<file path="config.mk">
export PLATFORM = sky130hd
export DESIGN_NAME = scfl_front
export DESIGN_NICKNAME = d
export VERILOG_FILES = /design/src/rtl/scfl_pkg.sv /design/src/rtl/scfl_front.sv
export SDC_FILE = /design/constraint.sdc
export NUM_CORES = 1
export LEC_CHECK = 0
export ABC_AREA = 0
export BUFFER_PORTS_ARGS = -buffer_cell sky130_fd_sc_hd__buf_2
export CAP_MARGIN = 20
export CORE_MARGIN = 2
export CORE_UTILIZATION = 45
export CTS_CLUSTER_SIZE = 10
export DETAILED_ROUTE_END_ITERATION = 8
export PLACE_DENSITY = 0.61
export SLEW_MARGIN = 20
export SYNTH_ARGS = -nofsm -noshare
export SYNTH_HDL_FRONTEND = slang
export SYNTH_SLANG_ARGS = --single-unit
export TNS_END_PERCENT = 100
</file>
<file path="constraint.sdc">
create_clock -name clk -period 11.5 [get_ports clk]
set_input_delay 2.3 -clock clk [delete_from_list [all_inputs] [get_ports clk]]
set_output_delay 2.3 -clock clk [all_outputs]
set_load 0.005 [all_outputs]
</file>
<file path="src/rtl/scfl_pkg.sv">
// ----------------------------------------------------------------------------
// scfl_pkg
// Shared types, constants and helpers for the size class free list allocator.
// ----------------------------------------------------------------------------
`default_nettype none

package scfl_pkg;

  // Sizing of the allocator.
  localparam int NUM_BUCKETS   = 24;
  localparam int DESC_DEPTH    = 1024;
  localparam int BATCH_COUNT   = 32;

  // Derived widths.
  localparam int DESC_AW       = $clog2(DESC_DEPTH);
  localparam int TOP_W         = DESC_AW + 1;
  localparam int CLS_W         = 5;
  localparam int CNT_W         = $clog2(BATCH_COUNT + 1);
  localparam int CSIZE_W       = NUM_BUCKETS + 2;
  localparam int TOTAL_W       = CSIZE_W + CNT_W;
  localparam int SUM_W         = ((TOTAL_W > 32) ? TOTAL_W : 32) + 1;
  localparam int PROD_W        = 42;
  localparam int MIN_CLASS     = 2;
  localparam int SMALL_CLASSES = 10;
  localparam int QUEUE_DEPTH   = 2;

  // Request kinds.
  typedef enum logic [1:0] {
    KIND_ALLOC   = 2'd0,
    KIND_CALLOC  = 2'd1,
    KIND_REALLOC = 2'd2,
    KIND_FREE    = 2'd3
  } kind_t;

  // Status codes.
  localparam logic [2:0] ST_OK     = 3'd0;
  localparam logic [2:0] ST_OOM    = 3'd1;
  localparam logic [2:0] ST_DOUBLE = 3'd2;
  localparam logic [2:0] ST_BADH   = 3'd3;
  localparam logic [2:0] ST_LARGE  = 3'd4;

  // Configuration register indexes.
  localparam logic REG_CHUNK_OVERHEAD = 1'b0;
  localparam logic REG_HEAP_LIMIT     = 1'b1;

  // Request transaction.
  typedef struct packed {
    logic [1:0]  kind;
    logic [25:0] request_size;
    logic [15:0] element_count;
    logic [9:0]  handle;
  } req_t;

  // Response transaction.
  typedef struct packed {
    logic [2:0]  status;
    logic [9:0]  result_handle;
    logic [31:0] body_address;
    logic [4:0]  size_class;
    logic        moved;
    logic [25:0] copy_length;
    logic        zero_fill;
  } rsp_t;

  // Classified operation handed from the front end to the back end.
  typedef struct packed {
    kind_t             kind;
    logic              too_large;
    logic [CLS_W-1:0]  cls;
    logic [25:0]       size;
    logic [9:0]        handle;
  } op_t;

  // One chunk descriptor as stored in memory.
  typedef struct packed {
    logic [DESC_AW-1:0] next;
    logic [CLS_W-1:0]   cls;
    logic               live;
    logic [25:0]        size;
    logic [31:0]        base;
  } desc_t;

  localparam int DESC_W = $bits(desc_t);

  // Configuration register values.
  typedef struct packed {
    logic [6:0]  chunk_overhead;
    logic [31:0] heap_limit;
  } cfg_t;

  // Number of chunks carved in one refill of a class.
  function automatic logic [CNT_W-1:0] batch_count(input logic [CLS_W-1:0] b);
    int c;
    c = BATCH_COUNT - ((int'(b) < SMALL_CLASSES) ? 0 : int'(b));
    if (c < 1) begin
      c = 1;
    end
    return CNT_W'(c);
  endfunction

endpackage

`default_nettype wire

</file>
<file path="src/rtl/scfl_front.sv">
// ----------------------------------------------------------------------------
// scfl_front
// Accepts request transactions, forms the request size and picks the class.
// ----------------------------------------------------------------------------
`default_nettype none

module scfl_front (
  input  wire logic          clk,
  input  wire logic          rst,
  input  wire logic          req_valid,
  output logic               req_stall,
  input  wire scfl_pkg::req_t req,
  input  wire logic          q_full,
  output logic               push,
  output scfl_pkg::op_t      push_data
);

  logic                         st_valid;
  scfl_pkg::kind_t              st_kind;
  logic [scfl_pkg::PROD_W-1:0]  st_size;
  logic [9:0]                   st_handle;
  logic [scfl_pkg::PROD_W-1:0]  prod;
  logic [scfl_pkg::CLS_W-1:0]   cls;
  logic                         too_large;

  // The stage holds while the queue is full.
  assign req_stall = st_valid & q_full;
  assign push      = st_valid & ~q_full;

  // Calloc sizes are the product of element size and count.
  assign prod = (scfl_pkg::kind_t'(req.kind) == scfl_pkg::KIND_CALLOC) ?
                scfl_pkg::PROD_W'(req.request_size) * scfl_pkg::PROD_W'(req.element_count) :
                scfl_pkg::PROD_W'(req.request_size);

  always_ff @(posedge clk) begin
    if (rst) begin
      st_valid <= 1'b0;
    end else if (!req_stall) begin
      st_valid <= req_valid;
    end
    if (req_valid && !req_stall) begin
      st_kind   <= scfl_pkg::kind_t'(req.kind);
      st_size   <= prod;
      st_handle <= req.handle;
    end
  end

  // Smallest class whose body holds the size.
  always_comb begin
    too_large = st_size > (scfl_pkg::PROD_W'(1) << scfl_pkg::NUM_BUCKETS);
    cls = scfl_pkg::CLS_W'(scfl_pkg::NUM_BUCKETS - 1);
    for (int b = scfl_pkg::NUM_BUCKETS - 2; b >= scfl_pkg::MIN_CLASS; b--) begin
      if (st_size <= (scfl_pkg::PROD_W'(1) << (b + 1))) begin
        cls = scfl_pkg::CLS_W'(b);
      end
    end
  end

  always_comb begin
    push_data.kind      = st_kind;
    push_data.too_large = too_large;
    push_data.cls       = cls;
    push_data.size      = st_size[25:0];
    push_data.handle    = st_handle;
  end

endmodule

`default_nettype wire

</file>
# Yosys cells after proc, flatten, opt, wreduce, memory -nomap -nowiden
# Cells that the tools add are included.
[totals] reg_bits=55 latch_bits=0 ramBits=0 romBits=0 input_bits=58 out_inout_bits=46 n_memories=0
[classes] n_addsub=0 mul=1 div_mod_pow=0 magnitude_cmp=22 n_eq_ne=1 shift=0 muxes=22 n_bitwise=3 n_reduce_logical=2
[op_table] cell="5-bit 2-to-1 mux" count=20
[op_table] cell="42-bit by 25-bit > comparator with 1-bit output, second input constant" count=1
[op_table] cell="42-bit by 10-bit less-or-equal comparator with 1-bit output, second input constant" count=1
[op_table] cell="42-bit by 11-bit less-or-equal comparator with 1-bit output, second input constant" count=1
[op_table] cell="42-bit by 12-bit less-or-equal comparator with 1-bit output, second input constant" count=1
[op_table] cell="42-bit by 13-bit less-or-equal comparator with 1-bit output, second input constant" count=1
[op_table] cell="42-bit by 14-bit less-or-equal comparator with 1-bit output, second input constant" count=1
[op_table] cell="42-bit by 15-bit less-or-equal comparator with 1-bit output, second input constant" count=1
[op_table] cell="42-bit by 16-bit less-or-equal comparator with 1-bit output, second input constant" count=1
[op_table] cell="42-bit by 17-bit less-or-equal comparator with 1-bit output, second input constant" count=1
[op_table] cell="42-bit by 18-bit less-or-equal comparator with 1-bit output, second input constant" count=1
[op_table] cell="42-bit by 19-bit less-or-equal comparator with 1-bit output, second input constant" count=1
[op_table] cell="42-bit by 20-bit less-or-equal comparator with 1-bit output, second input constant" count=1
[op_table] cell="42-bit by 21-bit less-or-equal comparator with 1-bit output, second input constant" count=1
[op_table] cell="42-bit by 22-bit less-or-equal comparator with 1-bit output, second input constant" count=1
[op_table] cell="42-bit by 23-bit less-or-equal comparator with 1-bit output, second input constant" count=1
[op_table] cell="42-bit by 24-bit less-or-equal comparator with 1-bit output, second input constant" count=1
[op_table] cell="42-bit by 4-bit less-or-equal comparator with 1-bit output, second input constant" count=1
[op_table] cell="42-bit by 5-bit less-or-equal comparator with 1-bit output, second input constant" count=1
[op_table] cell="42-bit by 6-bit less-or-equal comparator with 1-bit output, second input constant" count=1
[op_table] cell="42-bit by 7-bit less-or-equal comparator with 1-bit output, second input constant" count=1
[op_table] cell="42-bit by 8-bit less-or-equal comparator with 1-bit output, second input constant" count=1
[op_table] cell="42-bit by 9-bit less-or-equal comparator with 1-bit output, second input constant" count=1
[op_table] cell="26-bit by 16-bit multiplier with 42-bit output" count=1
[op_table] cell="other kinds (7)" count=8

# Logic depth before layout (Yosys ltp)
[logic_depth] word_depth=22 mapped_depth=26 ltp_nobuf=24

# Worst setup path before layout
# OpenSTA, ideal clock, no wires.
[synth_timing] path_type="input to register" from="in req[18] (netlist name)" to="reg st_size[40] (netlist name), data pin" setup_time_ps=266 arrival_ps=7927 setup_slack_ps=3307 path_stages=24 cell_sequence="clkbuf_1 -> clkbuf_1 -> nand2_1 -> fa_1 -> inv_1 -> fa_1 -> fa_1 -> fa_1 -> fa_1 -> inv_1 -> fa_1 -> inv_1 -> ha_1 -> clkbuf_1 -> o21a_1 -> o21a_1 -> o21ai_1 -> a211oi_1 -> nand3_1 -> a31oi_1 -> nor3_1 -> o31ai_1 -> xnor2_1 -> nor2_1"
[synth_between] elab_chain_len=1
[synth_rtl] item="start: declaration" line_no="scfl_front.sv:12" rtl="input wire scfl_pkg::req_t req,"
[synth_rtl] item="26-bit by 16-bit multiplier with 42-bit output" line_no="scfl_front.sv:32" rtl="scfl_pkg::PROD_W'(req.request_size) * scfl_pkg::PROD_W'(req.element_count) :"
[synth_rtl] item="end signal: assignment" line_no="scfl_front.sv:43" rtl="st_size <= prod;"
[synth_rtl] item="end: declaration" line_no="scfl_front.sv:20" rtl="logic [scfl_pkg::PROD_W-1:0] st_size;"
# No other way between the ends.
# A chain may end at the register's enable or synchronous reset.

# Worst setup path in the final report
# Same ends and word-level chain as after synthesis.

==> summary.txt <==
Initial antenna violation count -> 2
Post_cts resized -> 0
Layout cells sized above 1 -> 7.261%
Root Buffer -> clkbuf_16
# IOs -> 104
CP Launch Type -> primary input
Worst EP arrival -> 8.58 ns
Vias in the first global route -> 12630
CTS tree -> built
Worst Skew -> 0.01085 ns
Async S/R FF share, synth -> 0%
RePlAce Congestion -> 0.8870
DR iter-0 viols -> 712
CP Depth -> 22
Max-slew headroom -> 35.77%
Setup_tns -> 0 ns
# clock sinks -> 55
Status -> finished clean
Top delay family on crit path -> adder cells
Sequential share of the synthesized area -> 10.23%
Worst Max-Slew Pin Slew -> 0.9615 ns
Largest net degree at the start of global routing -> 64
Total CTS buffers -> 5
RSZ-0062 raised after global routing -> false
Hpwl dp -> 31930 microns
CTS clk-pin slew, worst paths -> 0.07 ns
Grt ovf -> 0
Placeable Area -> 35310 sq um
Layout fillers -> 3478
Synth area leader -> fa_1
Initial Util -> 45.47%
IO buf count -> 103
Count leader, synth -> inv_1
Min-Delay Path Class -> flip-flop to flip-flop
Drc violations -> 0
Via count -> 12080
# H-tree levels -> 2
Top post-synthesis cells by count -> inv_1 (386), fa_1 (334), nand2_1 (311), and2_1 (172), ha_1 (114)
Synthesis Warnings -> 0
Post-route ant nets -> 0
Routed WL -> 41510 microns
Minimum clock period -> 8.547 ns
Ys flop type -> edfxtp_1
Synth area leaders -> fa_1 (42%), edfxtp_1 (10%), inv_1 (9.0%), ha_1 (8.9%), nand2_1 (7.3%)
Area grow syn2layout -> 4.980%
Worst Path Buf+Inv -> 4
Die W -> 192.9 microns
Max capacitance violation total -> 0
CP max-delay cell -> buf_2
Reg2reg path depth -> 3
Pre-antenna DRT Iters -> 5
GR Util All Layers -> 23.35%
Seq cells post-synth -> 55
Die area -> 37200 sq um
Hold depth -> 3
Post-synthesis instance area -> 16050 sq um
Period utilization -> 74.32%
Fin. Hold Viols -> 0
Die Ht -> 192.9 microns
Worst Setup End Kind -> flip-flop
Crit-path most repeated cell -> fa_1
EDFF count, synth -> 54
CP max stage delay -> 0.56 ns
Ant diodes -> 0
Worst skew pair latency -> 0.30 ns
Clk buf depth -> 2
Crit Path Max Fanout -> 26
Vias/cell -> 5.301
CTS Hold Bufs -> 0
Final nets -> 2324
# Post-CTS Setup Buffers -> 0
CP Cell Sequence -> buf_2 -> nand2_1 -> fa_1 -> inv_1 -> fa_1 -> fa_1 -> fa_1 -> fa_1 -> inv_1 -> fa_1 -> inv_1 -> ha_1 -> o21a_1 -> o21a_1 -> o21ai_1 -> a211oi_1 -> nand3_1 -> a31oi_1 -> nor3_1 -> o31ai_1 -> xnor2_1 -> nor2_1
First-pass GRT wire length -> 66320 microns
Avg Inst Size Synth -> 8.884 sq um
WL per Instance -> 18.21 microns
Fmax -> 0.1170 GHz
Max Slew Vio Count -> 0
Netlist cell types -> 64
Yosys top cell area share -> 41.65%
Syn Nets -> 2313
Post-synthesis cell count -> 1807
Setup violators final -> 0
Critical path class -> primary input to flip-flop
Required @ worst endpoint -> 11.53 ns
Row count -> 69
[flip-flops by register name (all words and copies together) (netlist names)]
name and flops:
st_handle 10, st_size 42, st_valid 1, st_kind 2
[final timing paths]
kind | start | to | slack [ns]
hold / removal | st_valid | st_valid | 0.66
setup / recovery | req[18] | st_size[40] | 2.95
hold reg to reg | st_valid | st_valid | 0.66
setup reg to reg | st_valid | st_size[26] | 9.64
[cell usage in the layout, fill, tap and decap left out, drive strengths merged, types with 16 or more instances in the layout]
cell and count:
and2 172, inv 386, xnor2 18, fa 334, a21oi 39, xor2 16, buf 105, nor3 20
nor2 48, ha 114, nand2 313, o21ai 40, edfxtp 54, nand3 17
[layer usage]
layer | up-vias | wire length (microns) | GRT usage [%]
li1 | 5452 | - | -
met1 | 6288 | 17870 | 30.95
met2 | 302 | 21190 | 41.63
met3 | 39 | 1974 | 2.946
met4 | 0 | 472 | 3.523
met5 | - | 0 | 0
[worst register-to-register path: cells and delay by family, from the launching register on]
family	cells	cell delay (ns)
buffers and inverters	1	0.51
flip-flops	1	0.30
AND/OR/NAND/NOR	2	0.68
[cells by family (layout without fill, tap and decap cells)]
logic type,count (synthesis),count (layout),synth area share (%)
simple gates,632,632,19.42
buf+inv,487,498,12.02
fa+ha+maj,448,448,50.53
compound gates,149,149,5.806
flops,55,55,10.23
xor+xnor,34,34,1.855
mux,2,2,0.1403
[final cells by class]
cell class	count	area (sq um)	area share [%]
inverters	386	1449	8.597
clock inverters	2	37.54	0.2227
repair buffers	105	530.5	3.148
well taps	461	576.8	3.422
clock buffers	5	125.1	0.7424
multi-input cells	1265	12490	74.13
flip-flops and latches	55	1642	9.740
[per-stage QoR]
stage / hold WS, ns / std cells / cell area (sq um) / utilization (%) / setup WS, ns
2_1_floorplan: 0.5906 / 1807 / 16050 / - / 3.307
3_3_place_gp: 0.6365 / 2272 / 16690 / 47.27 / 2.794
3_5_place_dp: 0.6626 / 2272 / 16690 / 47.27 / 2.743
4_1_cts: 0.6708 / 2279 / 16850 / 47.73 / 3.020
5_1_grt: 0.7123 / 2279 / 16850 / 47.73 / 2.613
6_report: 0.6616 / 2279 / 16850 / 47.73 / 2.953
Power is left out: the tool's default activity adds up to more than one toggle a clock period on the data nets, which glitch-free logic cannot reach.
