===== src/rtl/scfl_pkg.sv =====
// ----------------------------------------------------------------------------
// scfl_pkg
// Shared types, constants and helpers for the size class free list allocator.
// ----------------------------------------------------------------------------
`default_nettype none

package scfl_pkg;

  // Sizing of the allocator.
  localparam int NUM_BUCKETS   = 24;
  localparam int DESC_DEPTH    = 1024;
  localparam int BATCH_COUNT   = 32;

  // Derived widths.
  localparam int DESC_AW       = $clog2(DESC_DEPTH);
  localparam int TOP_W         = DESC_AW + 1;
  localparam int CLS_W         = 5;
  localparam int CNT_W         = $clog2(BATCH_COUNT + 1);
  localparam int CSIZE_W       = NUM_BUCKETS + 2;
  localparam int TOTAL_W       = CSIZE_W + CNT_W;
  localparam int SUM_W         = ((TOTAL_W > 32) ? TOTAL_W : 32) + 1;
  localparam int PROD_W        = 42;
  localparam int MIN_CLASS     = 2;
  localparam int SMALL_CLASSES = 10;
  localparam int QUEUE_DEPTH   = 2;

  // Request kinds.
  typedef enum logic [1:0] {
    KIND_ALLOC   = 2'd0,
    KIND_CALLOC  = 2'd1,
    KIND_REALLOC = 2'd2,
    KIND_FREE    = 2'd3
  } kind_t;

  // Status codes.
  localparam logic [2:0] ST_OK     = 3'd0;
  localparam logic [2:0] ST_OOM    = 3'd1;
  localparam logic [2:0] ST_DOUBLE = 3'd2;
  localparam logic [2:0] ST_BADH   = 3'd3;
  localparam logic [2:0] ST_LARGE  = 3'd4;

  // Configuration register indexes.
  localparam logic REG_CHUNK_OVERHEAD = 1'b0;
  localparam logic REG_HEAP_LIMIT     = 1'b1;

  // Request transaction.
  typedef struct packed {
    logic [1:0]  kind;
    logic [25:0] request_size;
    logic [15:0] element_count;
    logic [9:0]  handle;
  } req_t;

  // Response transaction.
  typedef struct packed {
    logic [2:0]  status;
    logic [9:0]  result_handle;
    logic [31:0] body_address;
    logic [4:0]  size_class;
    logic        moved;
    logic [25:0] copy_length;
    logic        zero_fill;
  } rsp_t;

  // Classified operation handed from the front end to the back end.
  typedef struct packed {
    kind_t             kind;
    logic              too_large;
    logic [CLS_W-1:0]  cls;
    logic [25:0]       size;
    logic [9:0]        handle;
  } op_t;

  // One chunk descriptor as stored in memory.
  typedef struct packed {
    logic [DESC_AW-1:0] next;
    logic [CLS_W-1:0]   cls;
    logic               live;
    logic [25:0]        size;
    logic [31:0]        base;
  } desc_t;

  localparam int DESC_W = $bits(desc_t);

  // Configuration register values.
  typedef struct packed {
    logic [6:0]  chunk_overhead;
    logic [31:0] heap_limit;
  } cfg_t;

  // Number of chunks carved in one refill of a class.
  function automatic logic [CNT_W-1:0] batch_count(input logic [CLS_W-1:0] b);
    int c;
    c = BATCH_COUNT - ((int'(b) < SMALL_CLASSES) ? 0 : int'(b));
    if (c < 1) begin
      c = 1;
    end
    return CNT_W'(c);
  endfunction

endpackage

`default_nettype wire


===== src/rtl/scfl_queue.sv =====
// ----------------------------------------------------------------------------
// scfl_queue
// Short queue of classified operations between the front and back ends.
// ----------------------------------------------------------------------------
`default_nettype none

module scfl_queue (
  input  wire logic          clk,
  input  wire logic          rst,
  input  wire logic          push,
  input  wire scfl_pkg::op_t push_data,
  input  wire logic          pop,
  output scfl_pkg::op_t      pop_data,
  output logic               full,
  output logic               empty
);

  localparam int PTR_W = $clog2(scfl_pkg::QUEUE_DEPTH);

  scfl_pkg::op_t      slots [scfl_pkg::QUEUE_DEPTH];
  logic [PTR_W-1:0]   wr_ptr;
  logic [PTR_W-1:0]   rd_ptr;
  logic [PTR_W:0]     count;

  assign full     = (count == (PTR_W + 1)'(scfl_pkg::QUEUE_DEPTH));
  assign empty    = (count == '0);
  assign pop_data = slots[rd_ptr];

  always_ff @(posedge clk) begin
    if (rst) begin
      wr_ptr <= '0;
      rd_ptr <= '0;
      count  <= '0;
    end else begin
      if (push) begin
        wr_ptr <= wr_ptr + 1'b1;
      end
      if (pop) begin
        rd_ptr <= rd_ptr + 1'b1;
      end
      if (push && !pop) begin
        count <= count + 1'b1;
      end else if (pop && !push) begin
        count <= count - 1'b1;
      end
    end
    if (push) begin
      slots[wr_ptr] <= push_data;
    end
  end

endmodule

`default_nettype wire


===== config.mk =====
export PLATFORM = sky130hd
export DESIGN_NAME = scfl_queue
export DESIGN_NICKNAME = d
export VERILOG_FILES = /design/src/rtl/scfl_pkg.sv /design/src/rtl/scfl_queue.sv
export SDC_FILE = /design/constraint.sdc
export NUM_CORES = 1
export LEC_CHECK = 0
export ABC_AREA = 0
export BUFFER_PORTS_ARGS = -buffer_cell sky130_fd_sc_hd__buf_2
export CAP_MARGIN = 10
export CELL_PAD_IN_SITES_DETAIL_PLACEMENT = 1
export CELL_PAD_IN_SITES_GLOBAL_PLACEMENT = 2
export CORE_AREA = 2 2 99 101
export DETAILED_ROUTE_END_ITERATION = 8
export DIE_AREA = 0 0 101 103
export GPL_TIMING_DRIVEN = 0
export PLACE_DENSITY = 0.82
export SLEW_MARGIN = 25
export SYNTH_ARGS = -nofsm -noshare
export SYNTH_HDL_FRONTEND = slang
export SYNTH_SLANG_ARGS = --single-unit

===== constraint.sdc =====
create_clock -name clk -period 3.85 [get_ports clk]
set_input_delay 0 -clock clk [delete_from_list [all_inputs] [get_ports clk]]
set_output_delay 0 -clock clk [all_outputs]
set_load 0.03 [all_outputs]

Yosys cells after proc, flatten, opt, wreduce, memory -nomap -nowiden
Memory sizes are Yosys's and may differ from the RTL's. A register that Yosys moved wholly into a read port is not among the register bits.
Index checks and enable logic that the tools add are counted.
Word-level totals
  memories: 1
  output and inout port bits: 46
  input bits: 48
  word-level logic and storage cells: 21
  register bits after elaboration: 4
  bits in writable memories: 88
Cells by class
  muxes and demuxes: 6
  $add $sub $neg: 4
  reductions and logical operators: 6
  equality and inequality tests: 1
Memory list
  slots: words 2, bits a word 44, read ports 1, clocked after Yosys merged registers in 1, wr ports 1, RTL line scfl_queue.sv:20  | scfl_pkg::op_t slots [scfl_pkg::QUEUE_DEPTH];
Operators with widths (count)
  1-bit 2-to-1 mux: 4
  2-bit 2-to-1 mux: 2
  1-bit adder (second input constant): 2
  2-bit by 1-bit adder with 2-bit output (second input constant): 1
  2-bit equality test (second input constant): 1
  1-bit logical AND: 2
  1-bit zero test: 2
  2-bit zero test: 1
  2-bit nonzero test: 1
  2-bit by 1-bit subtractor with 2-bit output (second input constant): 1

Depth between registers and ports, before layout
Gate-level depths: netlist of the first run.
  word-level depth: 4
  mapped depth: 5
  gate-level depth less buffers: 5

Worst setup path after synthesis of the first run
Ideal clock, no wire load.
  path kind: reg-to-reg
  from: reg wr_ptr
  to: mem slots[0][0] (netlist name), enable pin
  path buffers: 0
  required time: 3.399 ns
  stages on the path, launching flop included: 2
  path slack: 1.104 ns
  period minus slack after synthesis: 2.746 ns
  arrival time: 2.295 ns
  library setup time: 0.451 ns
  cell sequence: dfxtp_1 -> nor2b_1
RTL lines
  from (decl): RTL line scfl_queue.sv:21  | logic [PTR_W-1:0] wr_ptr;
  from (signal assigned): RTL line scfl_queue.sv:36  | wr_ptr <= wr_ptr + 1'b1;
  to (decl): RTL line scfl_queue.sv:20
Straight into the memory's write port.

==> reports/qor.csv, run 1 <==
stage,metric,value,unit
sta,TNS Setup,0,ns
finish,most frequent cells in the layout,"buf_2, edfxtp_1, dlygate4sd3_1",
worst_setup_path,"Data arrival, critical path",1.63,ns
worst_setup_path,crit path kind,register to output pin,
synth,Syn Nets,208,
grt,largest net degree at the start of global routing,45,
synth,post-synthesis register bit count,93,
sta,Worst-Margin Slew,0.651,ns
worst_setup_path,max incr delay on CP,0.35,ns
worst_setup_path,Crit path max-delay family,buffers and inverters,
synth,Synth Warn #,0,
routing,routed wire length,6600,um
sta,RSZ-0062 raised after global routing,false,
worst_setup_path,CP max-delay cell,mux2_2,
sta,Min Hold Slack,0.364,ns
synth,xor and xnor fraction of the mapped netlist area,0.0104,
floorplan,Die W,101,um
worst_setup_path,Critical Path End,pop_data[34],
floorplan,Initial Util,0.357,
finish,fillcell total,942,
floorplan,core region area,9460,um2
routing,initial DRC count,40,
pwr,Max VDD drop,169,uV
clocking,Clock Pin Slew Worst Setup and Hold Paths,0.08,ns
grt,initial antenna violation count,0,
worst_setup_path,"most used cell, CP",buf_2,
floorplan,I/O pin count,94,
finish,layout cells sized above 1,0.498,
sta,Final min period,1.63,ns
pwr,P_leak,1.78,nW
placement,number of I/O port buffers,93,
worst_setup_path,crit path cell chain,"buf_2, buf_4, mux2_2, buf_2",
floorplan,Die Y,103,um
synth,main combinational cell family by area after synthesis,multiplexers,
synth,simple-gate area share of the yosys netlist,0.0137,
synth,Avg Inst Size Synth,21.3,um2
run,MaxCap Viol Count,0,
grt,GRT Total Usage,0.135,
worst_setup_path,WP depth,4,
routing,vias post-DR,1969,
worst_setup_path,WP data required,3.85,ns
clocking,Skew-Pair Late Insertion Delay,0.35,ns
routing,post-route ant nets,0,
sta,Slew headroom,0.566,
routing,Avg Vias per Cell,4.57,
synth,"Distinct cells, synth",16,
worst_setup_path,Setup crit end kind,output pin,
sta,Setup Viol. Count Final,0,
routing,DRC viols,0,
placement,placed inst area,4050,um2
synth,Synth Area in Compound Gates,0.00296,
placement,GPL Wtd Cong,0.632,
placement,DP HPWL,3950,um
clocking,"Setup Fix Bufs, Post-CTS",0,
grt,GR Overflow Total,0,
finish,final net count,361,
sta,final hold vios,0,
sta,clock skew,0.00618,ns
pwr,Cell Pwr Density,453,nW/um2
sta,fin. max-slew vios,0,
placement,worst slack at placement,2.37,ns
routing,drt pass-1 iters,4,
synth,Post-Syn Area,3380,um2
sta,Final Cycle Share,0.422,
worst_setup_path,CP Max Fanout,10,
floorplan,count of standard-cell rows,36,
clocking,clock tree from TritonCTS,yes,
finish,"commonest non-fill, non-tap cell in the layout",buf_2,
synth,sequential element share of the synthesized area,0.811,
worst_setup_path,r2r endpoint,slots[0][4],
worst_setup_path,beginning of the worst register-to-register path,wr_ptr,
clocking,H-tree levels,3,
synth,Cells after Synth,159,
outcome,outcome,finished clean,
worst_setup_path,CP startpoint kind,register,
clocking,cts hold-fix bufs,47,
worst_setup_path,r2r worst-path depth,3,
routing,DR WL/cell,15.3,um
synth,Post-Synth Adder-Cell Area,0.00370,
worst_hold_path,HP Class,input pin to register,
sta,Fmax achieved,615,MHz
worst_setup_path,CP bufs+invs,3,
synth,proportion of synthesized area in mux cells,0.147,
clocking,clk buf depth,2,
clocking,post_cts resized,0,
worst_setup_path,R2R Setup Slk,2.40,ns
clocking,Num CTS Buffers,9,
floorplan,die area,10400,um2
grt,first-pass GRT wire length,10200,um
sta,min setup slack post-route,2.22,ns
clocking,Root Buffer Master,clkbuf_8,
clocking,Clock Sink Count,93,
finish,Layout Utilization,0.494,
finish,post-route cell area,4680,um2
grt,vias in the first global route,2152,
finish,area grow syn2layout,38.3,%
finish,# diodes,0,
## Yosys cell counts, drive strengths merged
cell type | count | share of area
inv | 1 | 0.0011
xor2 | 2 | 0.0052
nor2b | 1 | 0.0019
dfxtp | 5 | 0.030
ha | 1 | 0.0037
mux2 | 44 | 0.15
nor2 | 5 | 0.0056
buf | 5 | 0.010
edfxtp | 88 | 0.78
and2b | 1 | 0.0026
or3 | 1 | 0.0019
xnor2 | 2 | 0.0052
o21ai | 1 | 0.0015
a21oi | 1 | 0.0015
and2 | 1 | 0.0019
## stage by stage
stage          cells  total power [mW]
6_report         431              2.12
5_1_grt          431              2.22
4_1_cts          431              2.15
3_5_place_dp     368              1.57
3_3_place_gp     366              1.55
2_1_floorplan    159              1.44
## registers in the layout (all words and copies together), names as in the netlist, named ones only
name / cells
slots: 88
rd_ptr: 1
wr_ptr: 1
count: 2
## where the power goes
| group | internal, mW | switching, mW | total [mW] |
|---|---|---|---|
| Combinational | 0.160 | 0.222 | 0.382 |
| Clock | 0.234 | 0.311 | 0.545 |
| Sequential | 1.18 | 0.0167 | 1.19 |
## metal layers
layer,global-route usage,wire (um),vias to the layer above
met5,0,0,-
met4,0.0696,124,0
met3,0.0420,318,13
met2,0.246,3530,55
met1,0.139,2630,982
li1,-,-,919
## cell type report
class,count,area [um2],area share
buffer,5,35.0,0.00749
clock buffer,14,143,0.0305
clock inverter,2,10.0,0.00214
inverter,1,3.75,0.000803
multi-input combinational,60,609,0.130
sequential,93,2740,0.586
tap,114,143,0.0305
timing repair buffer,142,991,0.212
## how the worst min path moves through the flow
stage,startpoint,end,cells after the start
floorplan,rst,count[1],1
global placement,push_data[31],slots[0][31],1
detailed placement,push_data[2],slots[1][2],1
CTS,push_data[13],slots[1][13],2
global route,push_data[13],slots[1][13],2
finish,push_data[13],slots[1][13],2
## logic make-up (layout without fill, tap and decap cells)
family          Yosys count  in the layout
flops                    93             93
mux                      44             44
simple gates              9              9
buf+inv                   6            164
xor+xnor                  4              4
compound gates            2              2
fa+ha+maj                 1              1
(Power assumes the default switching activity.)
==> inputs of run 2 (changes only) <==
CORE_AREA = 2 2 103 105   (was 2 2 99 101)
DIE_AREA = 0 0 105 107   (was 0 0 101 103)
PLACE_DENSITY = 0.79   (was 0.82)
clock period = 1.34 ns   (was 3.85 ns; I/O delays follow)
==> run 2 against run 1 <==
Compared with the run above: the run now ends with negative setup slack left; clock-buffer cell count is 1 lower; global-route usage is 0.14 points lower; sequential power grew to 2.9 times the previous value; worst hold slack worse by 0.19 ns; via count is 1.1% higher; sequential share of layout area is 5.1 points lower; clock power grew to 3.3 times the previous value; first-iteration DRC count is 63% higher; register-to-register slack worse by 2.4 ns; cell area is 9.6% higher; flip-flop and latch count stayed put; non-clock buffer count is 3 higher; critical path type unchanged; critical endpoint is now pop_data[39]; largest cell class unchanged; highest routed layer unchanged.
==> reports/qor.csv, run 2 (synthesized netlist as in run 1, its figures left out) <==
stage,metric,value,unit,change
routing,vias post-DR,1991,,+1.1%
finish,post-route cell area,5120,um2,+9.6%
routing,drt pass-1 iters,4,,unchanged
floorplan,Initial Util,0.335,,-0.0224
worst_setup_path,CP Max Fanout,10,,unchanged
pwr,Final Power,6.63,mW,+210%
grt,GR Layer Usage met1,0.150,,+0.0106
finish,"commonest non-fill, non-tap cell in the layout",edfxtp_1,,
placement,GPL Wtd Cong,0.621,,-1.7%
sta,RSZ-0062 raised after global routing,true,,
placement,placed inst area,4050,um2,-0.15%
sta,Final min period,1.52,ns,
routing,initial DRC count,65,,+63%
worst_setup_path,beginning of the worst register-to-register path,wr_ptr,,
finish,Biggest register,slots,,
pwr,Cell Pwr Density,1290,nW/um2,+190%
grt,GRT met3 Usage,0.0243,,-0.0177
worst_hold_path,HP Class,input pin to register,,
finish,# diodes,0,,unchanged
routing,DRC viols,0,,unchanged
finish,layout cells sized above 1,0.522,,+0.0233
worst_setup_path,R2R Setup Slk,0.04,ns,-2.36 ns
sta,Worst-Margin Slew,0.378,ns,-0.273 ns
clocking,H-tree levels,3,,unchanged
routing,post-route ant nets,0,,unchanged
sta,Final Cycle Share,1.13,,
worst_setup_path,crit path kind,register to output pin,,
grt,largest net degree at the start of global routing,24,,-47%
finish,area grow syn2layout,51.6,%,
floorplan,die area,11200,um2,+8.0%
worst_setup_path,Setup crit end kind,output pin,,
sta,Fmax achieved,658,MHz,
pwr,P_leak,1.99,nW,+12%
sta,clock skew,0.0108,ns,+0.00464 ns
worst_setup_path,"Data arrival, critical path",1.52,ns,-0.11 ns
sta,TNS Setup,-5.44,ns,-5.44 ns
outcome,outcome,finished with violations,,
grt,initial antenna violation count,0,,unchanged
placement,worst slack at placement,-0.180,ns,-2.55 ns
finish,max FFs per register,88,,unchanged
finish,Largest regs,"slots x88, count x2",,
grt,met2 Use GR,0.243,,-0.00311
worst_setup_path,r2r endpoint,wr_ptr,,
clocking,Clock Sink Count,93,,unchanged
finish,final net count,366,,+1.4%
sta,fin. max-slew vios,0,,unchanged
grt,GRT Total Usage,0.133,,-0.00144
clocking,clk buf depth,2,,unchanged
routing,Avg Vias per Cell,4.35,,-4.8%
worst_setup_path,WP data required,1.34,ns,-2.51 ns
sta,Setup Viol. Count Final,44,,+44
finish,most frequent cells in the layout,"edfxtp_1, buf_2, dlygate4sd3_1",,
pwr,Max VDD drop,523,uV,+210%
clocking,Root Buffer Master,clkbuf_8,,
floorplan,I/O pin count,94,,unchanged
floorplan,Die Y,107,um,+3.9%
grt,first-pass GRT wire length,11300,um,+10%
sta,final hold vios,0,,unchanged
clocking,clock tree from TritonCTS,yes,,
clocking,Num CTS Buffers,9,,unchanged
sta,min setup slack post-route,-0.180,ns,-2.40 ns
placement,DP HPWL,4110,um,+4.2%
worst_setup_path,r2r worst-path depth,3,,unchanged
worst_setup_path,Critical Path End,pop_data[39],,
grt,GR Overflow Total,0,,unchanged
routing,routed wire length,7500,um,+14%
placement,number of I/O port buffers,93,,unchanged
run,MaxCap Viol Count,0,,unchanged
clocking,Clock Pin Slew Worst Setup and Hold Paths,0.09,ns,about the same
grt,vias in the first global route,2222,,+3.3%
floorplan,count of standard-cell rows,37,,+2.8%
clocking,Skew-Pair Late Insertion Delay,0.35,ns,about the same
floorplan,Die W,105,um,+4.0%
grt,busiest grt layer,met2,,
routing,DR WL/cell,16.4,um,+7.0%
floorplan,core region area,10100,um2,+6.7%
worst_setup_path,CP startpoint kind,register,,
outcome,failing checks,negative setup slack,,
sta,Slew headroom,0.748,,+0.182
==> run 2: report_power, final <==
| part | total [mW] | switching, mW | internal, mW | leakage (nW) |
|---|---|---|---|---|
| registers | 3.44 | 0.0616 | 3.38 | 0.868 |
| logic | 1.38 | 0.701 | 0.678 | 1.02 |
| clock network | 1.80 | 0.911 | 0.894 | 0.103 |
| total | 6.63 | 1.67 | 4.95 | 1.99 |
==> run 2: through the flow <==
stage | instances | hold slack [ns] | util
2_1_floorplan | 159 | 0.0650 | -
5_1_grt | 458 | 0.161 | 0.508
3_3_place_gp | 388 | 0.188 | 0.399
4_1_cts | 458 | 0.199 | 0.493
3_5_place_dp | 389 | 0.193 | 0.401
6_report | 458 | 0.170 | 0.508
==> run 2: metal layers <==
layer  vias up  wire, um
met4         0       125
met3        11       260
met2        57      4180
li1        931         -
met5         -         0
met1       992      2940
==> run 2: worst min path at each step <==
stage,startpoint,to,slack [ns],cells after the start
after floorplan,rst,wr_ptr,0.06,1
after global placement,push_data[36],slots[0][36],0.19,1
after detailed placement,push_data[12],slots[0][12],0.19,1
after CTS,push,count[1],0.20,4
after global routing,push,slots[0][12],0.16,2
final,push,slots[0][12],0.17,2
==> run 2: critical path, cell delays in order, from the launching register on <==
cell and delay [ns]:
dfxtp_2 0.35, buf_12 0.15, buf_12 0.14, mux2_2 0.34, buf_2 0.18
==> run 2: cell type report <==
cell class,count,area (um2)
clock inverters,3,15.0
inverters,1,3.75
clock buffers,13,181
plain buffers,5,95.1
fillers,987,4970
repair buffers,145,1210
flip-flops and latches,93,2750
multi-input cells,62,707
well taps,136,170
==> run 2: what timing repair did <==
action / 4_1_cts / 5_1_grt
setup buffers: 3 / 0
pin swaps: 1 / 0
gates cloned: 3 / 0
setup endpoints to repair: 111 / 55
endpoints found under the hold margin: 93 / 0
hold buffers: 47 / 0
gates resized for setup: 56 / 57
==> inputs of run 3 (changes only) <==
RECOVER_POWER = 50   (was not set)
TNS_END_PERCENT = 10   (was not set)
==> run 3 against run 2 <==
Compared with the run above: the run still ends with negative setup slack left; flip-flop and latch count did not move; total power increased by 2.4%; via count is 1.5% higher; largest power group unchanged; core utilization is 1.8 points higher; sequential power about the same; wire length is 8.4% higher; die area unchanged.
==> reports/qor.csv, run 3 (synthesized netlist as in run 1, its figures left out) <==
stage,metric,value,unit,change
outcome,outcome,finished with violations,,
outcome,failing checks,negative setup slack,,
finish,Largest regs,"slots x88, count x2",,
worst_setup_path,Setup crit end kind,output pin,,
worst_setup_path,"Data arrival, critical path",1.49,ns,-0.03 ns
floorplan,Die W,105,um,unchanged
floorplan,core region area,10100,um2,unchanged
clocking,clock tree from TritonCTS,yes,,
grt,largest net degree at the start of global routing,45,,+88%
grt,first-pass GRT wire length,12200,um,+8.3%
clocking,Root Buffer Master,clkbuf_8,,
floorplan,Die Y,107,um,unchanged
finish,"commonest non-fill, non-tap cell in the layout",edfxtp_1,,
floorplan,I/O pin count,94,,unchanged
placement,DP Cell Count,389,,unchanged
routing,DRC viols,0,,unchanged
floorplan,Initial Util,0.335,,unchanged
grt,vias in the first global route,2306,,+3.8%
pwr,Final Power,6.78,mW,+2.4%
worst_setup_path,beginning of the worst register-to-register path,wr_ptr,,
clocking,Clock Sink Count,93,,unchanged
run,MaxCap Viol Count,0,,unchanged
sta,TNS Setup,-5.47,ns,-0.0285 ns
placement,placed inst area,4050,um2,unchanged
sta,Slew headroom,0.566,,-0.182
pwr,Max VDD drop,529,uV,+1.3%
routing,drt pass-1 iters,4,,unchanged
pwr,Cell Pwr Density,1280,nW/um2,-1.1%
finish,post-route cell area,5310,um2,+3.6%
sta,RSZ-0062 raised after global routing,true,,
worst_setup_path,R2R Setup Slk,-0.01,ns,-0.05 ns
grt,initial antenna violation count,0,,unchanged
routing,DR WL/cell,17.7,um,+8.2%
finish,Biggest register,slots,,
sta,Fmax achieved,672,MHz,+2.2%
worst_hold_path,HP Class,input pin to register,,
grt,GRT Total Usage,0.145,,+0.0113
worst_setup_path,r2r worst-path depth,1,,-2
worst_hold_path,Min-Delay Path Depth,4,,+2
worst_setup_path,crit path kind,register to output pin,,
sta,Setup Viol. Count Final,72,,+64%
clocking,Clock Pin Slew Worst Setup and Hold Paths,0.09,ns,about the same
finish,layout cells sized above 1,0.446,,-0.0759
floorplan,die area,11200,um2,unchanged
finish,fillcell total,969,,-1.8%
sta,final hold vios,0,,unchanged
placement,DP HPWL,4110,um,unchanged
clocking,clk buf depth,2,,unchanged
pwr,P_leak,2.05,nW,+3.0%
placement,number of I/O port buffers,93,,unchanged
worst_setup_path,r2r endpoint,slots[1][35],,
clocking,Num CTS Buffers,9,,unchanged
placement,GPL Wtd Cong,0.621,,unchanged
clocking,H-tree levels,3,,unchanged
sta,clock skew,0.00991,ns,-0.000902 ns
routing,Avg Vias per Cell,4.40,,+1.2%
routing,routed wire length,8140,um,+8.4%
finish,Final Non-Filler Cells,459,,+0.22%
sta,Final Cycle Share,1.11,,-0.0243
worst_setup_path,CP Max Fanout,5,,-5
finish,# diodes,0,,unchanged
sta,Final min period,1.49,ns,-0.0326 ns
worst_hold_path,hold path startpoint,push,,
worst_hold_path,hold endpoint,count[0],,
finish,most frequent cells in the layout,"edfxtp_1, dlygate4sd3_1, buf_6",,
finish,area grow syn2layout,57.0,%,
sta,fin. max-slew vios,0,,unchanged
finish,final net count,367,,+0.27%
finish,max FFs per register,88,,unchanged
clocking,Skew-Pair Late Insertion Delay,0.35,ns,about the same
worst_setup_path,CP startpoint kind,register,,
grt,GR Overflow Total,0,,unchanged
routing,initial DRC count,58,,-11%
routing,vias post-DR,2020,,+1.5%
sta,Worst-Margin Slew,0.648,ns,+0.270 ns
sta,min setup slack post-route,-0.147,ns,+0.0326 ns
routing,post-route ant nets,0,,unchanged
floorplan,count of standard-cell rows,37,,unchanged
worst_setup_path,WP data required,1.34,ns,about the same
==> run 3: cell count changes in the layout (fill, tap and decap cells not counted), sizes merged <==
cell and change:
buf -26, clkbuf +28, and2 -1
==> run 3: layout make-up <==
cell class	instances	area (um2)	area share
flip-flops and latches	93	2750	0.518
repair buffers	147	1310	0.247
multi-input cells	61	776	0.146
clock buffers	13	181	0.0342
well taps	136	170	0.0321
plain buffers	5	100	0.0189
clock inverters	3	15.0	0.00283
inverters	1	3.75	0.000707
==> run 3: worst max-delay path, cell delays in order, from the launching register on <==
cell and delay (ns):
dfxtp_4 0.37, clkbuf_16 0.16, clkbuf_16 0.16, mux2_4 0.30, buf_6 0.14
==> run 3: worst max path at each step <==
stage                     depth (start not counted)  slack [ns]  startpoint           end
after floorplan                                   1       -0.07      wr_ptr   slots[0][0]
after global placement                            1       -0.48      wr_ptr  slots[0][34]
after detailed placement                          2       -0.18      wr_ptr  slots[0][34]
after CTS                                         2       -0.20      wr_ptr  slots[0][34]
after global routing                              4       -0.19    register   pop_data[6]
final                                             4       -0.15    register   pop_data[6]
==> run 3: power by group <==
part / internal (mW) / switching [mW] / total (mW) / leakage (nW)
Clock: 0.894 / 0.924 / 1.82 / 0.103
Combinational: 0.787 / 0.731 / 1.52 / 1.08
Sequential: 3.38 / 0.0656 / 3.45 / 0.869
==> run 3: what timing repair did <==
action                                 in CTS  in global routing
pin swaps                                   0                  1
resized for setup                         140                  9
setup buffers                               2                  1
hold buffers                               47                  0
endpoints found under the hold margin      93                  0
gates cloned                                0                  4
setup endpoints to repair                 111                132
==> run 3: layer usage <==
layer | track usage | share of wire
met4 | 0.0724 | 0.020
met5 | 0 | 0
met2 | 0.268 | 0.57
met3 | 0.0274 | 0.030
met1 | 0.158 | 0.38
==> run 3: through the flow <==
stage	utilization	hold WS, ns	setup slack (ns)
4_1_cts	0.515	0.158	-0.201
3_5_place_dp	0.401	0.193	-0.180
5_1_grt	0.526	0.241	-0.195
3_3_place_gp	0.399	0.188	-0.477
6_report	0.526	0.197	-0.147
2_1_floorplan	-	0.0650	-0.0662
